$ cat src/sv/conditional_edge_dilation_3x3_core_macros.svh
// Assertion macros shared by the dilation core.
// Each macro takes a label, the clock, the reset and the checked expressions.
`ifndef CONDITIONAL_EDGE_DILATION_3X3_CORE_MACROS_SVH
`define CONDITIONAL_EDGE_DILATION_3X3_CORE_MACROS_SVH
`ifndef SYNTH
// Same-cycle implication.
`define CED3X3_ASSERT_IMP(name, clk, rst, ante, cons) \
  name: assert property (@(posedge clk) disable iff (rst) (ante) |-> (cons)) \
    else $error("assertion failed: same-cycle implication");
// Next-cycle implication.
`define CED3X3_ASSERT_NXT(name, clk, rst, ante, cons) \
  name: assert property (@(posedge clk) disable iff (rst) (ante) |=> (cons)) \
    else $error("assertion failed: next-cycle implication");
`else
`define CED3X3_ASSERT_IMP(name, clk, rst, ante, cons)
`define CED3X3_ASSERT_NXT(name, clk, rst, ante, cons)
`endif
`endif

$ cat src/sv/ced3x3_pkg.sv
`default_nettype none
package ced3x3_pkg;

  // Default frame limits
  localparam int DEF_MAX_WIDTH  = 2048;
  localparam int DEF_MAX_HEIGHT = 4096;

  // Widest values the geometry registers can hold
  localparam int WIDTH_REG_MAX  = 4095;
  localparam int HEIGHT_REG_MAX = 8191;

  // Register map (index = paddr[3:2])
  localparam logic [1:0] REG_THRESHOLD = 2'd0;
  localparam logic [1:0] REG_WIDTH     = 2'd1;
  localparam logic [1:0] REG_HEIGHT    = 2'd2;

  // Register reset values
  localparam logic [7:0]  THRESHOLD_RST = 8'd0;
  localparam logic [11:0] WIDTH_RST     = 12'd640;
  localparam logic [12:0] HEIGHT_RST    = 13'd480;

  // Depth of the queue between front and back
  localparam int QDEPTH = 4;

  // Bits needed to index n entries (at least one)
  function automatic int bits_for(input int n);
    return (n > 1) ? $clog2(n) : 1;
  endfunction

  // One classified pixel: the shifted window, its coordinates and the
  // set of results it produces (bit 0 centre cell, bit 1 right edge,
  // bit 2 bottom row, bit 3 bottom right corner).
  typedef struct packed {
    logic [8:0][7:0] win;
    logic [11:0]     row;
    logic [10:0]     col;
    logic            r_ge1;
    logic            r_ge2;
    logic            c_ge1;
    logic            c_ge2;
    logic [3:0]      mask;
  } entry_t;

  // Queue status seen by both sides
  typedef struct packed {
    logic full;
    logic empty;
  } qstat_t;

endpackage
`default_nettype wire

$ cat src/sv/ced3x3_queue.sv
`default_nettype none
module ced3x3_queue (
  input  wire logic                clk,
  input  wire logic                rst,
  input  wire logic                push,
  input  wire ced3x3_pkg::entry_t  push_entry,
  input  wire logic                pop,
  output ced3x3_pkg::entry_t       head,
  output ced3x3_pkg::qstat_t       qstat
);
  import ced3x3_pkg::*;

  localparam int PW = bits_for(QDEPTH);

  entry_t           entries [QDEPTH];
  logic [PW-1:0]    wptr;
  logic [PW-1:0]    rptr;
  logic [PW:0]      count;

  assign head        = entries[rptr];
  assign qstat.full  = (count == (PW+1)'(QDEPTH));
  assign qstat.empty = (count == '0);

  // Store pushed entries
  always_ff @(posedge clk) begin
    if (push) begin
      entries[wptr] <= push_entry;
    end
  end

  // Advance pointers and occupancy
  always_ff @(posedge clk) begin
    if (rst) begin
      wptr  <= '0;
      rptr  <= '0;
      count <= '0;
    end else begin
      if (push) begin
        wptr <= (wptr == PW'(QDEPTH-1)) ? '0 : wptr + 1'b1;
      end
      if (pop) begin
        rptr <= (rptr == PW'(QDEPTH-1)) ? '0 : rptr + 1'b1;
      end
      if (push && !pop) begin
        count <= count + 1'b1;
      end else if (pop && !push) begin
        count <= count - 1'b1;
      end
    end
  end

endmodule
`default_nettype wire

$ cat config.mk
export PLATFORM = sky130hd
export DESIGN_NAME = ced3x3_queue
export DESIGN_NICKNAME = d
export VERILOG_FILES = /design/src/sv/conditional_edge_dilation_3x3_core_macros.svh /design/src/sv/ced3x3_pkg.sv /design/src/sv/ced3x3_queue.sv
export SDC_FILE = /design/constraint.sdc
export NUM_CORES = 1
export LEC_CHECK = 0
export BUFFER_PORTS_ARGS = -buffer_cell sky130_fd_sc_hd__buf_2
export CAP_MARGIN = 20
export CELL_PAD_IN_SITES_DETAIL_PLACEMENT = 0
export CELL_PAD_IN_SITES_GLOBAL_PLACEMENT = 1
export CORE_AREA = 2 2 213 215
export DETAILED_ROUTE_END_ITERATION = 6
export DIE_AREA = 0 0 215 217
export PLACE_DENSITY_LB_ADDON = 0.08
export SETUP_SLACK_MARGIN = 0.3
export SYNTH_ARGS = -nofsm -noshare
export SYNTH_HDL_FRONTEND = slang
export SYNTH_SLANG_ARGS = --single-unit
$ cat constraint.sdc
create_clock -name clk -period 5.15 [get_ports clk]
set_clock_uncertainty 0.05 [all_clocks]
set_input_delay 1.03 -clock clk [delete_from_list [all_inputs] [get_ports clk]]
set_output_delay 1.03 -clock clk [all_outputs]
set_load 0.02 [all_outputs]
# After elaboration in Yosys (flattened, before gate mapping)
# Memory sizes are Yosys's and may differ from the RTL's. A register that Yosys moved wholly into a read port is not among the register bits.
# Index checks and enable logic that the tools add are counted.
# classes
addsub	4
eq_ne	3
mux	8
n_reduce_logical	6
# op_table
op	n
$mux 2	4
$mux 3	2
$add 2x1->2 const B	2
$eq 2x2->1 const B	2
$add 3x1->3 const B	1
$eq 3x3->1 const B	1
$logic_not 3->1	1
$sub 3x1->3 const B	1
$logic_and 1x1->1	2
$logic_not 1->1	2
$mux 1	2
$reduce_bool 2->1	1
# totals
reg_bits	7
ramBits	412
input_bits	107
out_inout_bits	105
word_cells	25
mem_count	1
# mem_list
name	words	word_bits	read_ports	rd_ports_with_merged_regs	wr	line	text
entries	4	103	1	1	1	ced3x3_queue.sv:15	entry_t entries [QDEPTH];

# Logic depth before layout (Yosys ltp)
# logic_depth
ltp_word	4
mapped_depth	7
depth_no_buf	7

# Least setup slack after synthesis
# Ideal clock, no wire load.
# synth_path
path_type	input to register
from	input push
to	memory entries[0][0] in the netlist's numbering (enable)
setup_ns	0.473
arrival_ns	3.406
required_time_ns	4.627
path_slack_ns	1.221
cell_stages	1
path_buffers	0
cell_sequence	and2_1
# synth_between
elab_chain_len	2
# synth_lines
item	line	text
start, declared	ced3x3_queue.sv:5	input wire logic push,
$mux 1	ced3x3_queue.sv:26	if (push) begin
$mux 1 (not written as such)	ced3x3_queue.sv:27	entries[wptr] <= push_entry;
end, declared	ced3x3_queue.sv:15	
# No other way between the ends.

==> results.md <==
- Setup TNS Final: 0 ns
- Synth Area in Compound Gates: 0.0009764
- Cells after DPL: around 1400
- Antenna viol nets, final: 0
- # setup viols final: 0
- Post-Route Utilization: 0.4154
- Worst-path clk slew: approximately 0.06 ns
- Setup WS pre-CTS: about 1.9 ns
- Switching power share of the total: 0.2231
- Post-Synth Adder-Cell Area: 0.006184
- Layout cells sized above 1: 0.4555
- Fmax: ~270 MHz
- Gate power share: 0.091
- Largest family of logic cells by synthesized area: multiplexers
- Hold_ws: ~0.49 ns
- Tcrit/Tclk final: 0.7255
- Worst-margin pin slew: 0.9114 ns
- Drc violations: 0
- Leak: between 0.006 and 0.007 uW
- Syn nets: 696
- Seq pwr share: 0.508
- WL final: 32.87 mm
- DP HPWL: ~20 mm
- Synth Area in Simple Gates: 0.005045
- Post-route insts no fill: 1467
- Synth top area cells: edfxtp_1 80%, mux4_2 15%, dfxtp_1 1.2%
- Syn avg cell area: approximately 26 um^2
- Setup crit start kind: flop
- Port Buffers: 211
- First-pass GRT wire length: 48.98 mm
- Num CTS Buffers: 46
- NetSw: 1752 uW
- RSZ-0062 raised after global routing: false
- Hold-critical path depth: 2
- CTS Buffer Depth: 3
- Wire per inst: approximately 22 um
- Die H: between 200 and 250 um
- Number of fill cells: around 4000
- Crit Path Category: reg2out
- GR Overflow Total: 0
- Gr usage total: 0.1422
- Worst Hold Class: reg2reg
- Cell Area, Synth: around 15000 um^2
- Asr flop ratio synth: 0
- Fin crit period: around 3.7 ns
- Gpl congestion: between 0.6 and 0.7
- Layout Nets: approximately 940
- TritonCTS clock tree: yes
- Die area: around 47000 um^2
- Largest area contributor in the netlist: edfxtp_1
- Worst setup margin: roughly 1.4 ns
- Register area share after synthesis: 0.8163
- Outcome: finished clean
- XOR/XNOR Fraction of Synth Area: 0.001139
- Largest net degree at the start of global routing: ~100
- Internal: between 6000 and 7000 uW
- Most common cell in the netlist: edfxtp_1
- H-Tree Depth: 2
- Mux cell area share after synthesis: 0.1535
- Area Overhead vs Synth: 20.75%
- Gate Count Post-Synth: ~580
- Worst reg2reg path depth: 4
- Critical Path AT: 2.66 ns
- Vias in the first global route: a little under 8000
- Clock network power share: 0.401
- I/O pin count: between 200 and 250
- Vias: around 7000
- Leading cell types by count after synthesis: 412 x edfxtp_1, 103 x mux4_2, 9 x dfxtp_1, 8 x buf_12, 8 x buf_2
- Die Wd: about 220 um
- Clk root buf: clkbuf_16
- Top cell type's share of synthesized area: 0.8046
- Core ar.: between 40000 and 50000 um^2
- CP max FO: 37
- Setup Buffers After CTS: 0
- WP data required: around 4.1 ns
- Final Hold Viols: 0
- Vias/cell: around 4.8
- Site Rows: between 70 and 80
- Hold-fix buffers, CTS: 0
- Antenna violations before repair: 7
- 1st-iter DRT viols: about 340
- Initial Util: 0.3440
- Netlist cell types: 20
- Number of synthesized flops with an enable pin: about 400
- Yosys warning count: 0
- Clk_lat worst skew: 0.55 ns
- Pwr Density: about 420 nW/um^2
- Most used DFF post-synth: edfxtp_1
- Crit. End Element: output port
- CTS resizes: 0
- Sink Count: roughly 420
- Seq cells post-synth: about 420
- Slew HR: 0.3924
- Detailed Routing Iterations Pass 1: 4
- Max VDD drop: 0.2487 mV
- Max-Cap Viols: 0
- Slew Limit Fails: 0
power groups by stage:
stage | Combinational, uW | Clock, uW | Sequential (uW)
floorplan | 471 | 0 | 4040
finish | 717 | 3150 | 3990
global placement | 727 | 0 | 4050
detailed placement | 736 | 0 | 4060
CTS | 738 | 3260 | 3990
global route | 773 | 3380 | 4000
routing by layer:
metal,vias to the layer above,share of wire,GRT usage
li1,3018,-,-
met1,3706,0.42,0.1776
met2,183,0.48,0.2315
met3,58,0.078,0.05646
met4,10,0.019,0.03839
met5,-,0.0017,0
worst paths after layout:
check / start / to / slack [ns]
max: flop / head[81] / 1.41
min: rptr[0]$_SDFFE_PP0P_ / flop / 0.49
max reg2reg: wptr[0]$_SDFFE_PP0P_ / entries[0][12]$_DFFE_PP_ / 2.78
min reg2reg: rptr[0]$_SDFFE_PP0P_ / flop / 0.49
cell usage in the layout (no fill, tap or decap), drive strengths merged, types with 4 or more instances in the layout:
master,netlist,routed
and2,4,4
buf,23,221
clkbuf,0,61
clkinv,0,19
dfxtp,9,9
edfxtp,412,412
ha,6,6
inv,4,4
mux2i,4,4
mux4,103,103
nor2,7,7
kinds of logic after synthesis:
group | after synthesis
buffers and inverters | 27
DFF | 421
AOI/OAI and AO/OA | 3
adders and majority gates | 7
and+or+nand+nor | 15
xor gates and xnor gates | 2
muxes | 107
critical path: stages (launching register included):
cell and delay (ns):
dfxtp_4 0.84, buf_12 0.39, mux4_2 0.61, buf_2 0.19
registers in the layout (all words and copies together) (netlist names), named ones only:
name,flops
count,3
wptr,2
rptr,2
entries,412
through the flow:
step                      total power (uW)  cell area (um^2)
after floorplan                       4507             15380
after global placement                4780             17090
after detailed placement              4800             17090
after CTS                             7992             18560
after global routing                  8159             18560
final                                 7854             18570
final cells by class:
cell class | instances | area [um^2] | share of cell area
multi-input combinational | 134 | 2575 | 0.1387
clock inverter | 24 | 187.7 | 0.01011
sequential | 421 | 12560 | 0.6764
antenna | 2 | 5.005 | 0.0002695
inverter | 4 | 15.01 | 0.0008086
tap | 600 | 750.7 | 0.04043
clock buffer | 61 | 1281 | 0.06900
timing repair buffer | 221 | 1194 | 0.06429
(Power assumes the default switching activity.)
