### src/sv/conditional_edge_dilation_3x3_core_macros.svh
// Assertion macros shared by the dilation core.
// Each macro takes a label, the clock, the reset and the checked expressions.
`ifndef CONDITIONAL_EDGE_DILATION_3X3_CORE_MACROS_SVH
`define CONDITIONAL_EDGE_DILATION_3X3_CORE_MACROS_SVH
`ifndef SYNTH
// Same-cycle implication.
`define CED3X3_ASSERT_IMP(name, clk, rst, ante, cons) \
  name: assert property (@(posedge clk) disable iff (rst) (ante) |-> (cons)) \
    else $error("assertion failed: same-cycle implication");
// Next-cycle implication.
`define CED3X3_ASSERT_NXT(name, clk, rst, ante, cons) \
  name: assert property (@(posedge clk) disable iff (rst) (ante) |=> (cons)) \
    else $error("assertion failed: next-cycle implication");
`else
`define CED3X3_ASSERT_IMP(name, clk, rst, ante, cons)
`define CED3X3_ASSERT_NXT(name, clk, rst, ante, cons)
`endif
`endif

### src/sv/ced3x3_pkg.sv
`default_nettype none
package ced3x3_pkg;

  // Default frame limits
  localparam int DEF_MAX_WIDTH  = 2048;
  localparam int DEF_MAX_HEIGHT = 4096;

  // Widest values the geometry registers can hold
  localparam int WIDTH_REG_MAX  = 4095;
  localparam int HEIGHT_REG_MAX = 8191;

  // Register map (index = paddr[3:2])
  localparam logic [1:0] REG_THRESHOLD = 2'd0;
  localparam logic [1:0] REG_WIDTH     = 2'd1;
  localparam logic [1:0] REG_HEIGHT    = 2'd2;

  // Register reset values
  localparam logic [7:0]  THRESHOLD_RST = 8'd0;
  localparam logic [11:0] WIDTH_RST     = 12'd640;
  localparam logic [12:0] HEIGHT_RST    = 13'd480;

  // Depth of the queue between front and back
  localparam int QDEPTH = 4;

  // Bits needed to index n entries (at least one)
  function automatic int bits_for(input int n);
    return (n > 1) ? $clog2(n) : 1;
  endfunction

  // One classified pixel: the shifted window, its coordinates and the
  // set of results it produces (bit 0 centre cell, bit 1 right edge,
  // bit 2 bottom row, bit 3 bottom right corner).
  typedef struct packed {
    logic [8:0][7:0] win;
    logic [11:0]     row;
    logic [10:0]     col;
    logic            r_ge1;
    logic            r_ge2;
    logic            c_ge1;
    logic            c_ge2;
    logic [3:0]      mask;
  } entry_t;

  // Queue status seen by both sides
  typedef struct packed {
    logic full;
    logic empty;
  } qstat_t;

endpackage
`default_nettype wire

### src/sv/ced3x3_back.sv
`default_nettype none
module ced3x3_back (
  input  wire logic                clk,
  input  wire logic                rst,
  input  wire ced3x3_pkg::entry_t  head,
  input  wire ced3x3_pkg::qstat_t  qstat,
  input  wire logic [7:0]          threshold,
  output logic                     pop,
  output logic                     m_tvalid,
  input  wire logic                m_tready,
  output logic [31:0]              m_tdata,   // [7:0] value, [19:8] row_index,
                                              // [30:20] col_index, [31] zero
  output logic                     m_tlast,   // last_of_run
  output logic                     m_tuser    // [0] end_of_frame
);
  import ced3x3_pkg::*;

  // Which window cell a result comes from
  typedef enum logic [1:0] {
    POS_CENTRE = 2'd0,
    POS_RIGHT  = 2'd1,
    POS_BOTTOM = 2'd2,
    POS_CORNER = 2'd3
  } pos_t;

  logic [3:0]            done;
  logic [3:0]            pend;
  logic [3:0]            sel_oh;
  logic [3:0]            rest;
  pos_t                  sel;
  logic                  load;
  logic [3:0][3:0][7:0]  pad;
  logic [1:0]            cr;
  logic [1:0]            cc;
  logic [7:0]            centre;
  logic                  up;
  logic                  dn;
  logic                  lf;
  logic                  rt;
  logic [7:0]            mn;
  logic [7:0]            mx;
  logic [7:0]            value;
  logic [11:0]           row_o;
  logic [10:0]           col_o;

  // Pick the next pending result of the head entry
  always_comb begin
    pend = head.mask & ~done;
    if (pend[0]) begin
      sel = POS_CENTRE;
    end else if (pend[1]) begin
      sel = POS_RIGHT;
    end else if (pend[2]) begin
      sel = POS_BOTTOM;
    end else begin
      sel = POS_CORNER;
    end
    sel_oh = 4'b0001 << sel;
    rest   = pend & ~sel_oh;
  end

  // Neighbour min and max around the selected cell
  always_comb begin
    for (int i = 0; i < 4; i++) begin
      for (int j = 0; j < 4; j++) begin
        pad[i][j] = (i < 3 && j < 3) ? head.win[i*3+j] : 8'd0;
      end
    end
    cr     = sel[1] ? 2'd2 : 2'd1;
    cc     = sel[0] ? 2'd2 : 2'd1;
    centre = pad[cr][cc];
    up     = sel[1] ? head.r_ge1 : head.r_ge2;
    dn     = !sel[1];
    lf     = sel[0] ? head.c_ge1 : head.c_ge2;
    rt     = !sel[0];
    mn     = 8'hFF;
    mx     = 8'h00;
    for (int i = 0; i < 3; i++) begin
      for (int j = 0; j < 3; j++) begin
        logic [1:0] ri;
        logic [1:0] cj;
        logic       ok;
        logic [7:0] nb;
        ri = cr + 2'(i) - 2'd1;
        cj = cc + 2'(j) - 2'd1;
        ok = ((i == 0) ? up : ((i == 2) ? dn : 1'b1)) &&
             ((j == 0) ? lf : ((j == 2) ? rt : 1'b1));
        nb = ok ? pad[ri][cj] : centre;
        if (!(i == 1 && j == 1)) begin
          if (nb < mn) mn = nb;
          if (nb > mx) mx = nb;
        end
      end
    end
    if (centre == 8'd0) begin
      value = 8'd0;
    end else if (mn <= threshold) begin
      value = mx;
    end else begin
      value = centre;
    end
    row_o = sel[1] ? head.row : head.row - 12'd1;
    col_o = sel[0] ? head.col : head.col - 11'd1;
  end

  assign load = !qstat.empty && (!m_tvalid || m_tready);
  assign pop  = load && (rest == '0);

  // Track results already sent for the head entry
  always_ff @(posedge clk) begin
    if (rst) begin
      done <= '0;
    end else if (pop) begin
      done <= '0;
    end else if (load) begin
      done <= done | sel_oh;
    end
  end

  // Output register: hold while the receiver stalls
  always_ff @(posedge clk) begin
    if (rst) begin
      m_tvalid <= 1'b0;
    end else if (load) begin
      m_tvalid <= 1'b1;
    end else if (m_tready) begin
      m_tvalid <= 1'b0;
    end
  end

  always_ff @(posedge clk) begin
    if (load) begin
      m_tdata <= {1'b0, col_o, row_o, value};
      m_tlast <= (rest == '0);
      m_tuser <= (sel == POS_CORNER);
    end
  end

endmodule
`default_nettype wire

### config.mk
export PLATFORM = sky130hd
export DESIGN_NAME = ced3x3_back
export DESIGN_NICKNAME = d
export VERILOG_FILES = /design/src/sv/conditional_edge_dilation_3x3_core_macros.svh /design/src/sv/ced3x3_pkg.sv /design/src/sv/ced3x3_back.sv
export SDC_FILE = /design/constraint.sdc
export NUM_CORES = 1
export LEC_CHECK = 0
export ABC_AREA = 0
export BUFFER_PORTS_ARGS = -buffer_cell sky130_fd_sc_hd__buf_2
export CORE_AREA = 2 2 131 133
export CTS_BUF_LIST = sky130_fd_sc_hd__clkbuf_4 sky130_fd_sc_hd__clkbuf_8 sky130_fd_sc_hd__clkbuf_16
export DETAILED_ROUTE_END_ITERATION = 10
export DIE_AREA = 0 0 133 135
export GPL_TIMING_DRIVEN = 0
export PLACE_DENSITY_LB_ADDON = 0.1
export RECOVER_POWER = 50
export SLEW_MARGIN = 30
export SYNTH_ARGS = -nofsm -noshare
export SYNTH_HDL_FRONTEND = slang
export SYNTH_SLANG_ARGS = --single-unit
### constraint.sdc
create_clock -name clk -period 19.8 [get_ports clk]
set_input_delay 5.94 -clock clk [delete_from_list [all_inputs] [get_ports clk]]
set_output_delay 5.94 -clock clk [all_outputs]
set_load 0.005 [all_outputs]
Yosys cells after proc, flatten, opt, wreduce, memory -nomap -nowiden

Cells that the tools add are included.

Add/subtract/negate cells: 12
$mul: 0
Bitwise gates (word level): 5
Multiplexer cells: 62
Shifts and indexed selects: 1
Equality and inequality tests: 1
Divide/modulo/power cells: 0
Reductions and logical operators: 15
$lt $le $gt $ge: 25

Operators with widths:

| operator                                                    | count |
|---|---|
| 2-to-1 mux 8 bit                                            | 34 |
| binary-select mux 32 bit (select 2 bit)                     | 4 |
| binary-select mux 8 bit (select 2 bit)                      | 9 |
| 2-to-1 mux 32 bit                                           | 4 |
| > comparator 8 bit                                          | 7 |
| less-than comparator 8 bit                                  | 7 |
| less-than comparator 2 x 3 -> 1 bit (second input constant) | 8 |
| 2-to-1 mux 12 bit                                           | 1 |
| subtractor 12 x 1 -> 12 bit (second input constant)         | 1 |
| subtractor 2 x 1 -> 2 bit (second input constant)           | 6 |
| 2-to-1 mux 11 bit                                           | 1 |
| subtractor 11 x 1 -> 11 bit (second input constant)         | 1 |
| bitwise AND 4 bit                                           | 2 |
| > comparator 8 x 1 -> 1 bit (second input constant)         | 1 |
| <= comparator 8 bit                                         | 1 |
| zero test 8 bit                                             | 1 |
| less-than comparator 8 bit (second input constant)          | 1 |
| 2-to-1 mux 2 bit                                            | 4 |
| inverter 4 bit                                              | 2 |
| logical AND 1 bit                                           | 6 |
| 2-to-1 mux 1 bit                                            | 5 |
| adder 2 x 1 -> 2 bit (second input constant)                | 2 |
| adder 2 bit (second input constant)                         | 2 |
| zero test 1 bit                                             | 4 |
| 7 further kinds                                             | 7 |

Register bits after elaboration: 38
RAM bits: 0
ROM bits: 0
Bits in latches: 0
Output and inout port bits: 36
Memories: 0
Word-level logic and storage cells: 127

Longest topological paths before layout

Word-level depth: 30
Mapped depth: 83

Worst setup path before layout

Ideal clock, no wire load.

Path kind: input-to-reg
Start point: in head[0] (netlist name)
End point: reg m_tdata[4] (data pin)
Required time: 19.660 ns
Data arrival time: 19.847 ns
Stages on the path: 77
Setup slack: -0.187 ns
Cell sequence: nand2b_1 buf_4 nand2_2 buf_2 buf_1 mux2i_1 nand2_1 o21ai_0 o21ai_0 inv_1 ha_1 a21o_1 a21o_1 a21oi_1 nand2_1 nor2_1 o21ai_1 nand2_1 [41 not listed] mux2_4 ha_1 a21o_1 a21o_1 a211oi_1 and3b_1 a31oi_4 mux2_2 ha_1 nor2b_1 o21ai_0 nand2b_1 a21oi_1 o21ai_0 o21a_1 clkbuf_1 mux2_2 nor2_1

Word-level cells in the longest chain between the ends: 27
Elaborated cells on any way between the ends: 91
Those cells by class: 10 x add/sub; 17 x order compare; 56 x mux; 1 x bitwise; 7 x reduce/logical

RTL lines:

| item                                    | line               | RTL |
|---|---|---|
| start: declaration                      | ced3x3_back.sv:5   | `input wire ced3x3_pkg::entry_t head,` |
| bitwise AND 4 bit (*)                   | ced3x3_back.sv:48  | `pend = head.mask & ~done;` |
| 2-to-1 mux 2 bit (*)                    | ced3x3_back.sv:49  | `if (pend[0]) begin` |
| 2-to-1 mux 2 bit                        | ced3x3_back.sv:69  | `cr = sel[1] ? 2'd2 : 2'd1;` |
| subtractor 2 x 1 -> 2 bit               | ced3x3_back.sv:84  | `ri = cr + 2'(i) - 2'd1;` |
| binary-select mux 32 bit (select 2 bit) | ced3x3_back.sv:88  | `nb = ok ? pad[ri][cj] : centre;` |
| 2-to-1 mux 32 bit (implied by the code) | ced3x3_back.sv:88  |  |
| binary-select mux 8 bit (select 2 bit)  | ced3x3_back.sv:88  |  |
| 2-to-1 mux 8 bit (implied by the code)  | ced3x3_back.sv:88  |  |
| [11 not listed]                         | -                  |  |
| less-than comparator 8 bit              | ced3x3_back.sv:90  | `if (nb < mn) mn = nb;` |
| 2-to-1 mux 8 bit                        | ced3x3_back.sv:90  |  |
| less-than comparator 8 bit              | ced3x3_back.sv:90  |  |
| 2-to-1 mux 8 bit                        | ced3x3_back.sv:90  |  |
| less-than comparator 8 bit              | ced3x3_back.sv:90  |  |
| 2-to-1 mux 8 bit                        | ced3x3_back.sv:90  |  |
| <= comparator 8 bit                     | ced3x3_back.sv:97  | `end else if (mn <= threshold) begin` |
| 2-to-1 mux 8 bit                        | ced3x3_back.sv:97  |  |
| end signal: assignment                  | ced3x3_back.sv:133 | `m_tdata <= {1'b0, col_o, row_o, value};` |
| end: declaration                        | ced3x3_back.sv:11  | `output logic [31:0] m_tdata,` |

Every way passes the cells marked *; elsewhere a longest branch is shown, timed or not. The select of a mux whose other input is x is not followed.
A chain may end at the register's enable or synchronous reset.

Worst setup path in the final report

Start point: in head[1] (netlist name)
End point: reg m_tdata[6] (data pin)

Word-level cells in the longest chain between the ends: 28
Elaborated cells on any way between the ends: 92
Those cells by class: 10 x add/sub; 17 x order compare; 57 x mux; 1 x bitwise; 7 x reduce/logical

RTL lines:

| item                                    | line              | RTL |
|---|---|---|
| bitwise AND 4 bit (*)                   | ced3x3_back.sv:48 |  |
| 2-to-1 mux 2 bit (*)                    | ced3x3_back.sv:51 | `end else if (pend[1]) begin` |
| 2-to-1 mux 2 bit (*)                    | ced3x3_back.sv:49 |  |
| 2-to-1 mux 2 bit                        | ced3x3_back.sv:69 |  |
| subtractor 2 x 1 -> 2 bit               | ced3x3_back.sv:84 |  |
| binary-select mux 32 bit (select 2 bit) | ced3x3_back.sv:88 |  |
| 2-to-1 mux 32 bit (implied by the code) | ced3x3_back.sv:88 |  |
| binary-select mux 8 bit (select 2 bit)  | ced3x3_back.sv:88 |  |
| [12 not listed]                         | -                 |  |
| less-than comparator 8 bit              | ced3x3_back.sv:90 |  |
| 2-to-1 mux 8 bit                        | ced3x3_back.sv:90 |  |
| less-than comparator 8 bit              | ced3x3_back.sv:90 |  |
| 2-to-1 mux 8 bit                        | ced3x3_back.sv:90 |  |
| less-than comparator 8 bit              | ced3x3_back.sv:90 |  |
| 2-to-1 mux 8 bit                        | ced3x3_back.sv:90 |  |
| <= comparator 8 bit                     | ced3x3_back.sv:97 |  |
| 2-to-1 mux 8 bit                        | ced3x3_back.sv:97 |  |

Marked as above.

==> results.ini <==
[run_status]
status = finished clean

[placement]
postPlaceCellArea_sq_um = 9246
portBuffers = 148
globalplace.congestion = 0.9819
post-place-ws_ns = -3.135
hpwl_microns = 23270

[sta]
slew_viol_final = 0
worst_pin_slew_ns = 1.289
hold_viol_final = 0
max_slew_margin_pct = 14.08
worst_clock_skew_ns = 0.006995
fin_hold_ws_ns = 0.4866
fin_ws_ns = 0.3147
fin_crit_sh_pct = 98.41
fmax_ghz = 0.05132
finalSetupViolCount = 0
layout_min_cycle_time_ns = 19.49

[route]
drt-initial-drc-count = 945
via_per_inst = 6.115
ant_nets = 0
via_count = 9362
drc = 0
routed_wl_microns = 30920
drt_first_pass_iters = 6
wire_per_inst_microns = 20.20

[clocking]
path_clk_slew_ns = 0.05
cts_hold_buf = 0
htreeDepth = 2
cts_sinks = 38
cts_tree = built
clock_latency_ns = 0.28
cts_buffers = 5
cts_root_buf = clkbuf_16
clockBufferDepth = 2

[worst_setup_path]
cp-end-kind = flop
slowest_delay_ns = 0.34
cp.required_ns = 19.79
cp_max_fo = 8
arrival_ns = 19.48
critPathLaunchType = primary input
critPathKind = primary input to flop
cpMostUsedCell = nor2_1
cp_slowest_cell = ha_1
cpLargestDelayFamily = compound AO/OA/AOI/OAI gates
timing.critical_path.buf_inv = 12

[global_route]
grt.overflow.total = 0
grt_use_total_pct = 30.96
grt_first_pass_wirelength_microns = 43870
grt_pass1_vias = 8251
grt_max_degree = 25
antenna_found_initial = 2

[pwr]
internal_power_uw = 1275
p_leak_uw = 0.005123
seq_power_share_pct = 5.0
vdd_drop_max_mv = 0.2213
power_density_nw_per_um2 = 223.4
switchingPower_uw = 1180
total_power_uw = 2455
power_frac_comb_pct = 91.7
swShare_pct = 48.06
power.share.clock_pct = 3.2

[synth]
yosys.area_share.simple_pct = 21.55
syn_inst = 1071
ys_ff_latch = 38
synth_nets = 1292
synth_compound_area_share_pct = 23.90
ys_async_sr_fraction_pct = 0
synth-xor-area-share_pct = 2.139
syn_area_sq_um = 8188
synth-edff-count = 33
synthAdderAreaFrac_pct = 16.31
synth.largest_area_cell = ha_1
yosys-top-cells-area = ha_1 (16%), edfxtp_1 (12%), mux2i_1 (8.3%)
synth_area_per_cell_sq_um = 7.645
synth_cell_type_count = 86
ys_warn_count = 0
synthFlopType = edfxtp_1
muxShareOfSynthArea_pct = 16.89
synth_seq_area_share_pct = 13.33
synth_top_family_by_area = compound AO/OA/AOI/OAI gates
synth_top_area_share_pct = 16.05

[hold_path]
min_path_type = flop to flop

[die]
coreArea_sq_um = 16410
initial_utilization_pct = 49.90
io_pins = 152
rows = 47
die_area_sq_um = 17960
die_h_microns = 135
die_width_microns = 133

[run]
cap_violations = 0

[finish]
seq_area_sq_um = 1091
area_growth_pct = 34.23
final_layout_size_suffix_gt1_share_pct = 32.80
num_antenna_cells = 0
design_area_sq_um = 10990
nFillCells = 1378
nNetsFinal = 1531
multi_input_area_sq_um = 7420

final timing paths:
kind                        start                        to  slack (ns)  depth (start not counted)
max                       head[1]  m_tdata[6]$_SDFFCE_PN0P_        0.31                         75
min          done[0]$_SDFFE_PP0P_      done[0]$_SDFFE_PP0P_        0.49                          2
max reg2reg  done[1]$_SDFFE_PP0P_  m_tdata[6]$_SDFFCE_PN0P_        5.70                         76
min reg2reg  done[0]$_SDFFE_PP0P_      done[0]$_SDFFE_PP0P_        0.49                          2
layout by cell type (no fill, tap or decap), types with 28 or more instances in the layout:
cell	count
buf_2	132
ha_1	92
inv_1	73
nor2_1	67
buf_4	82
nand2_1	127
a21o_1	33
mux2i_1	52
mux2_2	34
o21ai_0	54
nand3_1	43
clkbuf_1	28
edfxtp_1	33
a21oi_1	57
flip-flops by register name, indices dropped and copies added, names as in the netlist:
signal,count
m_tdata,31
done,4
m_tlast,1
m_tuser,1
m_tvalid,1
kinds of logic after synthesis:
kind of cell / count (synthesis)
AO/OA/AOI/OAI: 295
XOR/XNOR: 20
adder cells (fa/ha/maj): 107
buffers and inverters: 116
flip-flops: 38
multiplexers: 123
other: 1
AND/OR/NAND/NOR: 371
power by group through the flow:
| stage | Clock (uW) | Sequential [uW] | Combinational [uW] |
|---|---|---|---|
| 2_1_floorplan | 0 | 128 | 1300 |
| 3_3_place_gp | 0 | 125 | 1650 |
| 3_5_place_dp | 0 | 125 | 1680 |
| 4_1_cts | 80.1 | 123 | 1800 |
| 5_1_grt | 83.7 | 125 | 2430 |
| 6_report | 79.2 | 124 | 2250 |
layer usage:
metal	up-vias	part of all wire, %	global-route usage (%)
met1	4311	43	43.70
met5	-	0.068	0
met4	4	3.4	11.29
met3	91	10	5.893
li1	4428	-	-
met2	528	44	46.98
cell usage after synthesis, types with 8 or more instances:
cell type and n:
a211oi_1 16, a21o_1 33, a21oi_1 74, a31oi_1 9, and3_1 12, buf_1 9, buf_2 8, clkbuf_1 16
edfxtp_1 33, ha_1 105, inv_1 75, mux2_2 42, mux2i_1 68, nand2_1 132, nand2b_1 20, nand3_1 44
nand4_1 14, nor2_1 73, nor2b_1 20, nor3_1 18, nor4_1 8, o21a_1 13, o21ai_0 77, o21ai_1 11
xnor2_1 11, xor2_1 9
final cells by class:
class	instances	area share, %
Sequential cell	38	9.927
Inverter	76	2.596
Multi-Input combinational cell	918	67.51
Timing Repair Buffer	233	12.94
Tap cell	220	2.505
Buffer	38	3.176
Clock buffer	8	1.343
what timing repair did:
action                                  4_1_cts  5_1_grt
pin swaps                                    17       52
endpoints found under the setup margin        8        8
buffers inserted                             23       57
gates cloned                                  1        4
gates resized for setup                     115      114
endpoints found under the hold margin         0        0
worst register-to-register path, delay by kind of cell (launching register included):
kind | cells | cell delay [ns]
AND/OR/NAND/NOR | 25 | 3.53
multiplexers | 7 | 1.86
AO/OA/AOI/OAI | 25 | 4.23
buffers and inverters | 11 | 1.69
adder cells (fa/ha/maj) | 8 | 2.22
flip-flops | 1 | 0.32
stage by stage:
step	instances	setup TNS, ns	util [%]
2_1_floorplan	1071	0	-
3_3_place_gp	1439	-23.97	56.12
3_5_place_dp	1440	-24.66	56.36
4_1_cts	1470	0	60.93
5_1_grt	1531	-1.797	66.99
6_report	1531	0	66.99
Note: power is estimated with default switching activity, not from simulation.
